### src/rtl/m7ds_pkg.sv
package m7ds_pkg;

   localparam int PLANE_MAX   = 65536;
   localparam int RING_DEPTH  = 2 * PLANE_MAX;
   localparam int RING_AW     = $clog2(RING_DEPTH);
   localparam int SAMPLE_W    = 16;
   localparam int SIZE_W      = 11;
   localparam int POS_W       = 10;
   localparam int SIZE_LIMIT  = 1024;
   localparam int RD_PORTS    = 6;
   localparam int MED_TAPS    = 7;
   localparam int MED_RANK    = 3;
   localparam int QUEUE_DEPTH = 4;
   localparam int QUEUE_AW    = $clog2(QUEUE_DEPTH);
   localparam int QUEUE_CW    = $clog2(QUEUE_DEPTH + 1);
   localparam int CSR_IW      = 2;

   localparam logic [CSR_IW-1:0] CSR_SIZE_X = 2'd0;
   localparam logic [CSR_IW-1:0] CSR_SIZE_Y = 2'd1;
   localparam logic [CSR_IW-1:0] CSR_SIZE_Z = 2'd2;

   // axis that carries the odd (trigger) coordinate
   localparam logic [1:0] AX_X    = 2'd0;
   localparam logic [1:0] AX_Y    = 2'd1;
   localparam logic [1:0] AX_Z    = 2'd2;
   localparam logic [1:0] AX_NONE = 2'd3;

   localparam logic [SIZE_W-1:0] SIZE_RESET = SIZE_W'(256);

   typedef struct packed {
      logic signed [SAMPLE_W-1:0]          sample;
      logic                                has_res;
      logic                                last;
      logic                                all_cur;
      logic [RING_AW-1:0]                  wr_addr;
      logic [RD_PORTS-1:0][RING_AW-1:0]    rd_addr;
   } entry_type;

   function automatic logic [SIZE_W-1:0] eff_size(input logic [SIZE_W-1:0] v);
      logic [SIZE_W-1:0] r;
      r = v;
      if (v == '0) r = SIZE_W'(1);
      else if (v > SIZE_W'(SIZE_LIMIT)) r = SIZE_W'(SIZE_LIMIT);
      return r;
   endfunction

   function automatic logic [POS_W-1:0] half_size(input logic [SIZE_W-1:0] n);
      logic [POS_W-1:0] r;
      r = n[SIZE_W-1:1];
      if (r == '0) r = POS_W'(1);
      return r;
   endfunction

endpackage

### src/rtl/m7ds_queue.sv
module m7ds_queue (
   input  logic                  clock,
   input  logic                  reset,
   input  logic                  push,
   input  m7ds_pkg::entry_type   push_entry,
   input  logic                  pop,
   output m7ds_pkg::entry_type   head_entry,
   output logic                  not_empty,
   output logic                  full
);
   import m7ds_pkg::*;

   entry_type             slot_ff [QUEUE_DEPTH];
   logic [QUEUE_AW-1:0]   wr_ptr_ff, wr_ptr_in;
   logic [QUEUE_AW-1:0]   rd_ptr_ff, rd_ptr_in;
   logic [QUEUE_CW-1:0]   count_ff, count_in;

   assign head_entry = slot_ff[rd_ptr_ff];
   assign not_empty  = (count_ff != '0);
   assign full       = (count_ff == QUEUE_CW'(QUEUE_DEPTH));

   always_comb begin
      wr_ptr_in = push ? wr_ptr_ff + QUEUE_AW'(1) : wr_ptr_ff;
      rd_ptr_in = pop  ? rd_ptr_ff + QUEUE_AW'(1) : rd_ptr_ff;
      count_in  = count_ff;
      if (push && !pop) count_in = count_ff + QUEUE_CW'(1);
      else if (pop && !push) count_in = count_ff - QUEUE_CW'(1);
   end

   always_ff @(posedge clock) begin
      if (reset) begin
         wr_ptr_ff <= '0;
         rd_ptr_ff <= '0;
         count_ff  <= '0;
      end else begin
         wr_ptr_ff <= wr_ptr_in;
         rd_ptr_ff <= rd_ptr_in;
         count_ff  <= count_in;
      end
   end

   always_ff @(posedge clock) begin
      if (push) slot_ff[wr_ptr_ff] <= push_entry;
   end

endmodule

### config.mk
export PLATFORM = sky130hd
export DESIGN_NAME = m7ds_queue
export DESIGN_NICKNAME = d
export VERILOG_FILES = /design/src/rtl/m7ds_pkg.sv /design/src/rtl/m7ds_queue.sv
export SDC_FILE = /design/constraint.sdc
export NUM_CORES = 1
export LEC_CHECK = 0
export BUFFER_PORTS_ARGS = -buffer_cell sky130_fd_sc_hd__buf_4
export CORE_ASPECT_RATIO = 0.9
export CORE_MARGIN = 5
export CORE_UTILIZATION = 30
export DETAILED_ROUTE_END_ITERATION = 10
export PLACE_DENSITY = 0.47
export SETUP_SLACK_MARGIN = 0.02
export SKIP_LAST_GASP = 1
export SLEW_MARGIN = 20
export SYNTH_ARGS = -nofsm -noshare
export SYNTH_HDL_FRONTEND = slang
export SYNTH_SLANG_ARGS = --single-unit
### constraint.sdc
create_clock -name clock -period 9 [get_ports clock]
set_input_delay 0.9 -clock clock [delete_from_list [all_inputs] [get_ports clock]]
set_output_delay 0.9 -clock clock [all_outputs]
set_load 0.005 [all_outputs]
==> reports/qor.yml <==
wl_per_cell_microns: 21.5
die_w_microns: 285
synth_seq_cells: 561
min_to: "count_ff[2]"
period_minus_slack_ns: 4.55
via_count: 8946
clkTransAtPathRegs_ns: 0.06
cts_root_buffer: "clkbuf_16"
clk_latency_ns: 0.59
syn_to_final_growth_pct: 23.8
cts_tree: "done"
synthMuxAreaShare: 0.153
syn_area_per_cell_sq_um: 26.7
grtUsageTotal: 0.114
crit-reg2reg-launch: "wr_ptr_ff[0]"
pre_cts_slack_ns: 4.94
r2r_slack_ns: 6.45
grt_remaining_overflow: 0
endpoint_kind: "primary output"
htreeDepth: 2
grt_pass1_vias: 9639
tightest_slew_ns: 0.987
ys_types: 21
register_area_sq_um: 16800
final.setup_skew_ns: 0.00851
dpl.hpwl_microns: 25400
dr.max_layer_used: "met5"
synth-xor-area-share: 0.00214
critPathMaxFanout: 58
num_rows: 90
synthSimpleGateAreaFrac: 0.00367
ant_nets: 0
post_cts_resized: 0
multi_input_area_sq_um: 3350
period_share: 0.505
grt_first_pass_wirelength_microns: 63800
slowest_delay_ns: 0.99
wirelength_microns: 43200
dr_wl_met3_microns: 3950
port_buffers: 281
critical_path_buf_inv_count: 3
wl_met2_microns: 20500
vdd_drop_max_mv: 0.128
yosysSeqAreaShare: 0.819
cts_buffer_depth: 3
cp_slowest_cell: "dfxtp_4"
hp-class: "reg2reg"
drv_cap: 0
synth-compound-area-share: 0.000489
start_util: 0.304
drive_gt1_frac: 0.458
ctsHoldBuffers: 0
tns_ns: 0
postLayoutCoreUtil: 0.376
final_max_slew_viol_count: 0
cts_setup_buffers: 0
cp.depth: 4
fin_nets: 1234
pin_count: 282
max_freq_mhz: 220
hold_path.startpoint: "count_ff[2]"
stdcell_count: 2007
synth_area_sq_um: 20500
cts.sink_count: 561
synth_top_family_by_area: "multiplexers"
leakage_nw: 8.36
fillers: 6165
path_class: "reg2out"
wl_met1_microns: 18000
die-area_sq_um: 73500
fp.dieH_microns: 258
setup_viol: 0
synthAdderAreaFrac: 0.00404
cts_made_buffers: 58
vias_per_cell: 4.46
finalHoldViolations: 0
r2r-end: "slot_ff[2][22]"
gp_congestion: 0.676
critical_path_required_ns: 8.10
postSynthCellCount: 765
rsz0062_at_grt: "false"
drtPass1Iterations: 4
critPathTopFamily: "buffers and inverters"
hold_depth: 2
grt_max_degree: 104
antenna_found_initial: 3
max_slew_margin: 0.342
core_area_sq_um: 67300
yosys_warnings: 0
syn_nets: 913
setup_ws_ns: 4.45
cp-start-kind: "flop"
crit_chain: "buf_4 > buf_4 > mux4_2 > buf_4"
cp.arrival_ns: 3.65
drcViolationCount: 0
worst_path_most_repeated_cell: "buf_4"
drtIter0Drc: 389
powerDensity_nw_per_um2: 235
dp.cells: 1899
status: "complete, no violations"
r2r_cells: 4
-- worst max-delay path by stage --
stage	slack, ns	startpoint	endpoint
after floorplan	4.43	push	slot_ff[0][0]
after global placement	4.98	flop	head_entry[32]
after detailed placement	4.94	flop	head_entry[32]
after CTS	4.27	flop	head_entry[32]
after global routing	4.21	flop	head_entry[32]
final	4.45	flop	head_entry[32]
-- Yosys cell counts, drive strengths merged --
cell type | count | area [sq um]
and2 | 4 | 25.0
a21oi | 1 | 5.00
xor2 | 3 | 26.3
or3 | 2 | 12.5
xnor2 | 2 | 17.5
inv | 4 | 15.0
nor3b | 1 | 7.51
ha | 5 | 62.6
mux4 | 138 | 3110
nor2 | 7 | 26.3
edfxtp | 552 | 16600
nand2 | 1 | 3.75
mux2i | 2 | 20.0
buf | 29 | 338
clkbuf | 3 | 11.3
o21ai | 1 | 5.00
fa | 1 | 20.0
dfxtp | 9 | 180
-- report_power, final --
group | switching (mW) | internal [mW]
clock network | 0.958 | 1.37
logic | 0.259 | 0.307
registers | 0.0458 | 3.00
total | 1.26 | 4.68
-- state kept, by name, summed over array words and instances, names as in the netlist, named ones only --
name       flops
wr_ptr_ff      2
rd_ptr_ff      2
slot_ff      552
count_ff       3
-- cell families (layout without fill, tap and decap cells) --
logic type,count (synthesis),after routing
muxes,140,140
buffers and inverters,36,403
xor gates and xnor gates,5,5
other,0,1
DFF,561,561
adders and majority gates,6,6
and+or+nand+nor,15,15
AOI/OAI and AO/OA,2,2
-- layout make-up --
cell class	count	share of cell area
Sequential cell	561	0.662
Multi-Input combinational cell	168	0.132
Timing Repair Buffer	293	0.0882
Clock buffer	75	0.0624
Tap cell	874	0.0432
Clock inverter	31	0.0112
Inverter	4	0.000593
Antenna cell	1	0.0000988
-- cell usage in the layout (no fill, tap or decap) --
cell type   count
xor2_1          3
fa_1            1
or3_1           2
dfxtp_1         7
nor3b_1         1
and2_4          4
nand2_1         1
o21ai_0         1
mux2i_1         2
buf_12          1
nor2_1          7
clkbuf_16      61
inv_1           4
clkinvlp_4      4
xnor2_1         2
diode_2         1
mux4_2        138
bufinv_16       5
clkinv_2        9
dfxtp_4         2
a21oi_1         1
ha_1            5
edfxtp_1      552
buf_16          1
clkbuf_1       14
clkinv_1       11
clkinv_4        2
buf_4         291
-- worst min-delay path, stage by stage, from the launching register on --
cell	delay, ns
dfxtp_1	0.32
o21ai_0	0.07
a21oi_1	0.06
-- metrics by stage --
| stage | total power [mW] | cell area, sq um | hold slack (ns) |
|---|---|---|---|
| after floorplan | 3.39 | 20500 | 0.461 |
| after global placement | 3.69 | 23400 | 0.480 |
| after detailed placement | 3.70 | 23400 | 0.494 |
| after CTS | 6.06 | 25300 | 0.447 |
| after global routing | 6.21 | 25300 | 0.454 |
| final | 5.95 | 25300 | 0.498 |
-- routing by layer --
layer  global-route usage  up-vias
li1                     -     3954
met1                0.144     4689
met2                0.182      234
met3               0.0496       65
met4               0.0284        4
met5                    0        -
No activity file was read; power rests on OpenSTA's default activity.
