==> src/rtl/m7ds_pkg.sv <==
package m7ds_pkg;

   localparam int PLANE_MAX   = 65536;
   localparam int RING_DEPTH  = 2 * PLANE_MAX;
   localparam int RING_AW     = $clog2(RING_DEPTH);
   localparam int SAMPLE_W    = 16;
   localparam int SIZE_W      = 11;
   localparam int POS_W       = 10;
   localparam int SIZE_LIMIT  = 1024;
   localparam int RD_PORTS    = 6;
   localparam int MED_TAPS    = 7;
   localparam int MED_RANK    = 3;
   localparam int QUEUE_DEPTH = 4;
   localparam int QUEUE_AW    = $clog2(QUEUE_DEPTH);
   localparam int QUEUE_CW    = $clog2(QUEUE_DEPTH + 1);
   localparam int CSR_IW      = 2;

   localparam logic [CSR_IW-1:0] CSR_SIZE_X = 2'd0;
   localparam logic [CSR_IW-1:0] CSR_SIZE_Y = 2'd1;
   localparam logic [CSR_IW-1:0] CSR_SIZE_Z = 2'd2;

   // axis that carries the odd (trigger) coordinate
   localparam logic [1:0] AX_X    = 2'd0;
   localparam logic [1:0] AX_Y    = 2'd1;
   localparam logic [1:0] AX_Z    = 2'd2;
   localparam logic [1:0] AX_NONE = 2'd3;

   localparam logic [SIZE_W-1:0] SIZE_RESET = SIZE_W'(256);

   typedef struct packed {
      logic signed [SAMPLE_W-1:0]          sample;
      logic                                has_res;
      logic                                last;
      logic                                all_cur;
      logic [RING_AW-1:0]                  wr_addr;
      logic [RD_PORTS-1:0][RING_AW-1:0]    rd_addr;
   } entry_type;

   function automatic logic [SIZE_W-1:0] eff_size(input logic [SIZE_W-1:0] v);
      logic [SIZE_W-1:0] r;
      r = v;
      if (v == '0) r = SIZE_W'(1);
      else if (v > SIZE_W'(SIZE_LIMIT)) r = SIZE_W'(SIZE_LIMIT);
      return r;
   endfunction

   function automatic logic [POS_W-1:0] half_size(input logic [SIZE_W-1:0] n);
      logic [POS_W-1:0] r;
      r = n[SIZE_W-1:1];
      if (r == '0) r = POS_W'(1);
      return r;
   endfunction

endpackage

==> src/rtl/m7ds_front.sv <==
module m7ds_front (
   input  logic                                   clock,
   input  logic                                   reset,
   input  logic                                   csr_we,
   input  logic [m7ds_pkg::CSR_IW-1:0]            csr_index,
   input  logic [m7ds_pkg::SIZE_W-1:0]            csr_wdata,
   input  logic                                   req_valid,
   output logic                                   req_ready,
   input  logic signed [m7ds_pkg::SAMPLE_W-1:0]   req_sample,
   input  logic                                   q_full,
   output logic                                   push,
   output m7ds_pkg::entry_type                    push_entry
);
   import m7ds_pkg::*;

   logic [SIZE_W-1:0]   size_x_ff, size_x_in;
   logic [SIZE_W-1:0]   size_y_ff, size_y_in;
   logic [SIZE_W-1:0]   size_z_ff, size_z_in;
   logic                settle_ff;

   // derived geometry, registered from the current size registers
   logic [1:0]          ax_ff, ax_in;
   logic [POS_W-1:0]    nm1_ff [3];
   logic [POS_W-1:0]    nm1_in [3];
   logic [POS_W-1:0]    h_ff [3];
   logic [POS_W-1:0]    h_in [3];
   logic [POS_W-1:0]    hm1_ff [3];
   logic [POS_W-1:0]    hm1_in [3];
   logic [RING_AW-1:0]  d_s_ff, d_2s_ff, d_sp1_ff, d_sm1_ff, d_spx_ff, d_smx_ff;
   logic [RING_AW-1:0]  d_s_in, d_2s_in, d_sp1_in, d_sm1_in, d_spx_in, d_smx_in;

   logic [SIZE_W-1:0]   nx, ny, nz;
   logic [2*SIZE_W-1:0] sxy;

   logic [POS_W-1:0]    pos_ff [3];
   logic [POS_W-1:0]    pos_in [3];
   logic [RING_AW-1:0]  ring_ptr_ff, ring_ptr_in;

   logic [2:0]          odd_req, ok, at_last, lo_ok, hi_ok;
   logic                ax_lo_ok;
   logic [RING_AW-1:0]  rd_dist [RD_PORTS];

   assign req_ready = !q_full && !settle_ff;
   assign push      = req_valid && req_ready;

   // configuration registers
   always_comb begin
      size_x_in = size_x_ff;
      size_y_in = size_y_ff;
      size_z_in = size_z_ff;
      if (csr_we) begin
         case (csr_index)
            CSR_SIZE_X: size_x_in = csr_wdata;
            CSR_SIZE_Y: size_y_in = csr_wdata;
            CSR_SIZE_Z: size_z_in = csr_wdata;
            default: ;
         endcase
      end
   end

   // geometry from the current sizes
   always_comb begin
      nx  = eff_size(size_x_ff);
      ny  = eff_size(size_y_ff);
      nz  = eff_size(size_z_ff);
      sxy = nx * ny;
      if (nz >= SIZE_W'(2))      ax_in = AX_Z;
      else if (ny >= SIZE_W'(2)) ax_in = AX_Y;
      else if (nx >= SIZE_W'(2)) ax_in = AX_X;
      else                       ax_in = AX_NONE;
      case (ax_in)
         AX_Z:    d_s_in = sxy[RING_AW-1:0];
         AX_Y:    d_s_in = RING_AW'(nx);
         AX_X:    d_s_in = RING_AW'(1);
         default: d_s_in = '0;
      endcase
      d_2s_in  = d_s_in << 1;
      d_sp1_in = d_s_in + RING_AW'(1);
      d_sm1_in = d_s_in - RING_AW'(1);
      d_spx_in = d_s_in + RING_AW'(nx);
      d_smx_in = d_s_in - RING_AW'(nx);
      nm1_in[0] = POS_W'(nx - SIZE_W'(1));
      nm1_in[1] = POS_W'(ny - SIZE_W'(1));
      nm1_in[2] = POS_W'(nz - SIZE_W'(1));
      h_in[0]   = half_size(nx);
      h_in[1]   = half_size(ny);
      h_in[2]   = half_size(nz);
      hm1_in[0] = h_in[0] - POS_W'(1);
      hm1_in[1] = h_in[1] - POS_W'(1);
      hm1_in[2] = h_in[2] - POS_W'(1);
   end

   // classify the voxel at the current position
   always_comb begin
      for (int a = 0; a < 3; a++) begin
         odd_req[a] = (ax_ff == 2'(a));
         ok[a]      = (pos_ff[a][0] == odd_req[a]) &&
                      (odd_req[a] || ({1'b0, pos_ff[a][POS_W-1:1]} < h_ff[a]));
         at_last[a] = ({1'b0, pos_ff[a][POS_W-1:1]} == hm1_ff[a]);
         lo_ok[a]   = odd_req[a] ? (pos_ff[a][POS_W-1:1] != '0) : (pos_ff[a] != '0);
         hi_ok[a]   = (pos_ff[a] != nm1_ff[a]);
      end
      case (ax_ff)
         AX_Z:    ax_lo_ok = lo_ok[2];
         AX_Y:    ax_lo_ok = lo_ok[1];
         AX_X:    ax_lo_ok = lo_ok[0];
         default: ax_lo_ok = 1'b0;
      endcase
      rd_dist[0] = d_s_ff;
      rd_dist[1] = ax_lo_ok ? d_2s_ff : d_s_ff;
      rd_dist[2] = d_s_ff;
      rd_dist[3] = d_s_ff;
      rd_dist[4] = d_s_ff;
      rd_dist[5] = d_s_ff;
      if (ax_ff == AX_Y || ax_ff == AX_Z) begin
         rd_dist[2] = lo_ok[0] ? d_sp1_ff : d_s_ff;
         rd_dist[3] = hi_ok[0] ? d_sm1_ff : d_s_ff;
      end
      if (ax_ff == AX_Z) begin
         rd_dist[4] = lo_ok[1] ? d_spx_ff : d_s_ff;
         rd_dist[5] = hi_ok[1] ? d_smx_ff : d_s_ff;
      end
      push_entry.sample  = req_sample;
      push_entry.has_res = &ok;
      push_entry.last    = &at_last;
      push_entry.all_cur = (ax_ff == AX_NONE);
      push_entry.wr_addr = ring_ptr_ff;
      for (int i = 0; i < RD_PORTS; i++) begin
         push_entry.rd_addr[i] = ring_ptr_ff - rd_dist[i];
      end
   end

   // raster position and ring pointer
   always_comb begin
      for (int a = 0; a < 3; a++) pos_in[a] = pos_ff[a];
      ring_ptr_in = ring_ptr_ff;
      if (csr_we && csr_index <= CSR_SIZE_Z) begin
         for (int a = 0; a < 3; a++) pos_in[a] = '0;
      end else if (push) begin
         ring_ptr_in = ring_ptr_ff + RING_AW'(1);
         if (pos_ff[0] != nm1_ff[0]) begin
            pos_in[0] = pos_ff[0] + POS_W'(1);
         end else begin
            pos_in[0] = '0;
            if (pos_ff[1] != nm1_ff[1]) begin
               pos_in[1] = pos_ff[1] + POS_W'(1);
            end else begin
               pos_in[1] = '0;
               pos_in[2] = (pos_ff[2] != nm1_ff[2]) ? pos_ff[2] + POS_W'(1) : '0;
            end
         end
      end
   end

   always_ff @(posedge clock) begin
      if (reset) begin
         size_x_ff   <= SIZE_RESET;
         size_y_ff   <= SIZE_RESET;
         size_z_ff   <= SIZE_RESET;
         settle_ff   <= 1'b1;
         ring_ptr_ff <= '0;
         for (int a = 0; a < 3; a++) pos_ff[a] <= '0;
      end else begin
         size_x_ff   <= size_x_in;
         size_y_ff   <= size_y_in;
         size_z_ff   <= size_z_in;
         settle_ff   <= csr_we;
         ring_ptr_ff <= ring_ptr_in;
         for (int a = 0; a < 3; a++) pos_ff[a] <= pos_in[a];
      end
   end

   always_ff @(posedge clock) begin
      ax_ff    <= ax_in;
      d_s_ff   <= d_s_in;
      d_2s_ff  <= d_2s_in;
      d_sp1_ff <= d_sp1_in;
      d_sm1_ff <= d_sm1_in;
      d_spx_ff <= d_spx_in;
      d_smx_ff <= d_smx_in;
      for (int a = 0; a < 3; a++) begin
         nm1_ff[a] <= nm1_in[a];
         h_ff[a]   <= h_in[a];
         hm1_ff[a] <= hm1_in[a];
      end
   end

endmodule

==> config.mk <==
export PLATFORM = sky130hd
export DESIGN_NAME = m7ds_front
export DESIGN_NICKNAME = d
export VERILOG_FILES = /design/src/rtl/m7ds_pkg.sv /design/src/rtl/m7ds_front.sv
export SDC_FILE = /design/constraint.sdc
export NUM_CORES = 1
export LEC_CHECK = 0
export BUFFER_PORTS_ARGS = -buffer_cell sky130_fd_sc_hd__buf_2
export CORE_MARGIN = 3
export CORE_UTILIZATION = 60
export DETAILED_ROUTE_END_ITERATION = 7
export PLACE_DENSITY = 0.88
export SLEW_MARGIN = 15
export SYNTH_ARGS = -nofsm -noshare
export SYNTH_HDL_FRONTEND = slang
export SYNTH_SLANG_ARGS = --single-unit
==> constraint.sdc <==
create_clock -name clock -period 18.8 [get_ports clock]
set_input_delay 3.76 -clock clock [delete_from_list [all_inputs] [get_ports clock]]
set_output_delay 3.76 -clock clock [all_outputs]
set_load 0.01 [all_outputs]
==> key figures <==
Clock network
  – CTS HTree Levels: 1
  – Clock root buffer: clkbuf_16
  – Sink Count: ~260
  – Worst skew pair latency: ~0.56 ns
  – Clock transition at path regs: around 0.06 ns
  – Resized Gates After CTS: 0
  – # hold bufs at CTS: 0
  – Postcts setup bufs: 0
  – CTS Buffer Depth: 3
  – Inserted Clock Buffers: 27
  – CTS tree: done

Critical path
  – CP Depth: 18
  – Critical Path End Type: output pin
  – Crit. Startpoint: pos_ff[0][13]
  – Setup crit start kind: flip-flop
  – CP bufs+invs: 2
  – Crit-path max FO: 17
  – Worst path cell trace: xor2_1 > nor4_1 > nand4_1 > nand2_1 > buf_4 > mux2_2 > ha_1 > fa_1 > nor2b_1 > o21ai_0 > a21boi_0 > o41ai_1 > o2111ai_1 > nand2_1 > o2111ai_1 > a21oi_1 > xnor2_1 > buf_2
  – Max incr delay on CP: 0.51 ns
  – CP arrival: roughly 5.4 ns
  – R2R setup slack: between 10 and 15 ns
  – Worst reg-to-reg path cell count: 23
  – Top delay family on crit path: compound AO/OA/AOI/OAI gates
  – CP Capture Point: push_entry[101]
  – Crit-path slowest cell: dfxtp_1
  – Type of the worst setup path: flip-flop to output pin
  – FF-to-FF End: d_smx_ff[16]
  – Reg-to-reg startpoint: size_x_ff[10]
  – Worst Path Required: about 15 ns

STA
  – Final hold vios: 0
  – Crit path time final: about 9 ns
  – Worst Skew: 0.0202 ns
  – Crit share post-route: between 40% and 50%
  – RSZ-0062 raised after global routing: false
  – Post-route setup TNS: 0 ns
  – Fin. max-slew vios: 0
  – Setup violations, final: 0
  – Final hold slack: around 0.55 ns
  – Slew headroom: between 20% and 30%
  – Worst-Margin Slew: about 1.1 ns
  – Fmax: around 0.11 GHz

Yosys
  – Distinct cells, synth: 85
  – Mapped Area: slightly above 20000 um2
  – Cells after Synth: 2397
  – Synthesis warning total: 0
  – Sequential element share of the synthesized area: between 20 and 30%
  – Post-synth top area cell: dfxtp_1
  – Ranking of synthesized cells by area: dfxtp_1, ha_1, fa_1
  – Top cell type's share of synthesized area: between 20% and 30%
  – Post-synth EDFFs: 0
  – Register bit total from synthesis: around 260
  – Top FF cell, synth: dfxtp_1
  – Avg Cell Area, Syn: about 8.4 um2
  – Asr flop ratio synth: 0%

Pwr
  – Clk network pwr share: 29.3%
  – Total Power: 1.83 mW
  – Leak Pwr: 10.5 nW
  – Power per cell area: between 80 and 90 nW/um2
  – Pint: between 1 and 1.5 mW
  – Sequential Power Share: 35.3%
  – Power share of the combinational group: around 35%
  – P_sw: between 0.6 and 0.7 mW
  – Max VDD drop: about 0.00008 V
  – Sw frac: between 30% and 40%

Status
  – Status: complete, no violations

Global routing
  – Largest net degree at the start of global routing: 54
  – Total GRT Usage: a little under a third
  – First-pass GRT wire length: around 90000 um
  – Initial antenna violation count: 0
  – Total gr overflow: 0
  – Vias in the first global route: about 17k

Finish
  – Final Net Count: roughly 2.8k
  – Diodes inserted: 0
  – Commonest non-fill, non-tap cell in the layout: nor2_1
  – Most frequent cells in the layout: nor2_1, dfxtp_1, inv_1, ha_1, xnor2_1
  – Area Growth Syn to Fin: 9.19%
  – Layout cells sized above 1: under 10%
  – Area taken by multi-input logic gates: 13600 um2
  – Layout fillers: between 2k and 3k
  – Sequential cell area: ~5000 um2

Floorplanning
  – Starting Density: about three fifths
  – # rows: between 60 and 70
  – Chip width: between 150 and 200 um
  – Die area: between 30000 and 40000 um2
  – Die height: 189 um
  – Core box area: about 33000 um2
  – Io pins: roughly 170

Drt
  – DR DRC count: 0
  – Final Routed Wirelength: roughly 57000 um
  – WL/cell: 19.4 um
  – Iter 0 DRT Violations: 1398
  – DR vias: about 18k
  – Via density: 5.97
  – DRT Pass-1 Iters: 5
  – DRT antenna net count: 0

Placed design
  – Input/output buffers: between 100 and 150
  – GP Congestion: 0.960
  – Placed wire-length estimate: between 40000 and 50000 um

Min path
  – Worst Hold Class: flip-flop to flip-flop

Run
  – Max-Cap Viols: 0
## worst register-to-register path, delay by kind of cell (launching register included)
| family | cells | cell delay (ns) |
|---|---|---|
| adder cells (fa/ha/maj) | 7 | 3.23 |
| AO/OA/AOI/OAI | 4 | 1.29 |
| XOR/XNOR | 2 | 0.46 |
| flip-flops | 1 | 0.30 |
| buffers and inverters | 6 | 1.29 |
| AND/OR/NAND/NOR | 4 | 1.10 |
## per-stage QoR
step | cells | area (um2) | utilization, % | worst slack (ns)
after global routing | 2947 | 22000 | 67.0 | 9.23
final | 2947 | 22000 | 67.0 | 9.62
after floorplan | 2399 | 20200 | - | 10.81
after CTS | 2947 | 22000 | 67.0 | 9.68
after detailed placement | 2900 | 21100 | 64.3 | 10.25
after global placement | 2900 | 21100 | 64.3 | 10.43
## synthesized netlist by cell type (20+ instances only)
cell type	count
nor2_1	281
dfxtp_1	256
inv_1	245
ha_1	202
xnor2_1	168
nand2_1	150
a21oi_1	119
xor2_1	105
mux2i_1	97
fa_1	80
clkbuf_1	69
o21ai_0	69
nor3_1	57
nand3_1	56
nor2b_1	44
a21o_1	29
and3_1	24
nand2b_1	23
nand4_1	23
nor4_1	20
## per-layer routing
layer	GRT usage (%)	routed length [um]
met1	41.9	24000
met3	4.37	4930
met5	0	0
met4	13.1	2600
met2	51.3	25700
## cells by family after synthesis
kind of cell	Yosys count	share of synthesized area, %
buffers and inverters	355	7.04
AND/OR/NAND/NOR	760	18.2
multiplexers	102	5.10
AO/OA/AOI/OAI	368	11.9
flip-flops	256	25.4
XOR/XNOR	273	11.9
adder cells (fa/ha/maj)	282	20.5
other	1	0.0186
## registers in the layout, summed over array words and instances (netlist names)
signal       flops
hm1_ff          30
settle_ff        1
d_spx_ff        16
pos_ff          30
h_ff            30
nm1_ff          30
d_s_ff          17
d_sp1_ff        16
d_sm1_ff        17
ring_ptr_ff     17
size_y_ff       11
size_z_ff       11
size_x_ff       11
ax_ff            2
d_smx_ff        17
## final cells by class
cell class,instances,area share (%)
clock inverter,11,0.637
multi-input combinational,1788,62.0
tap,442,2.51
timing repair buffer,159,3.82
clock buffer,36,3.40
inverter,255,4.35
sequential,256,23.3
## power by group through the flow
stage          Sequential (mW)  Combinational (mW)  Clock [mW]
3_5_place_dp             0.655               0.629           0
4_1_cts                  0.645               0.635       0.539
5_1_grt                  0.650               0.701       0.560
6_report                 0.647               0.649       0.537
3_3_place_gp             0.653               0.610           0
2_1_floorplan            0.636               0.439           0
## how the worst min path moves through the flow
stage,from,endpoint,slack (ns),depth (start not counted)
after global placement,size_z_ff[0],size_z_ff[0],0.49,2
after floorplan,size_x_ff[9],nm1_ff[0][9],0.45,2
after global routing,size_x_ff[8],h_ff[0][7],0.56,1
after detailed placement,size_x_ff[8],h_ff[0][7],0.54,1
final,size_z_ff[0],size_z_ff[0],0.55,2
after CTS,size_x_ff[8],h_ff[0][7],0.55,1
(Power assumes the default switching activity.)
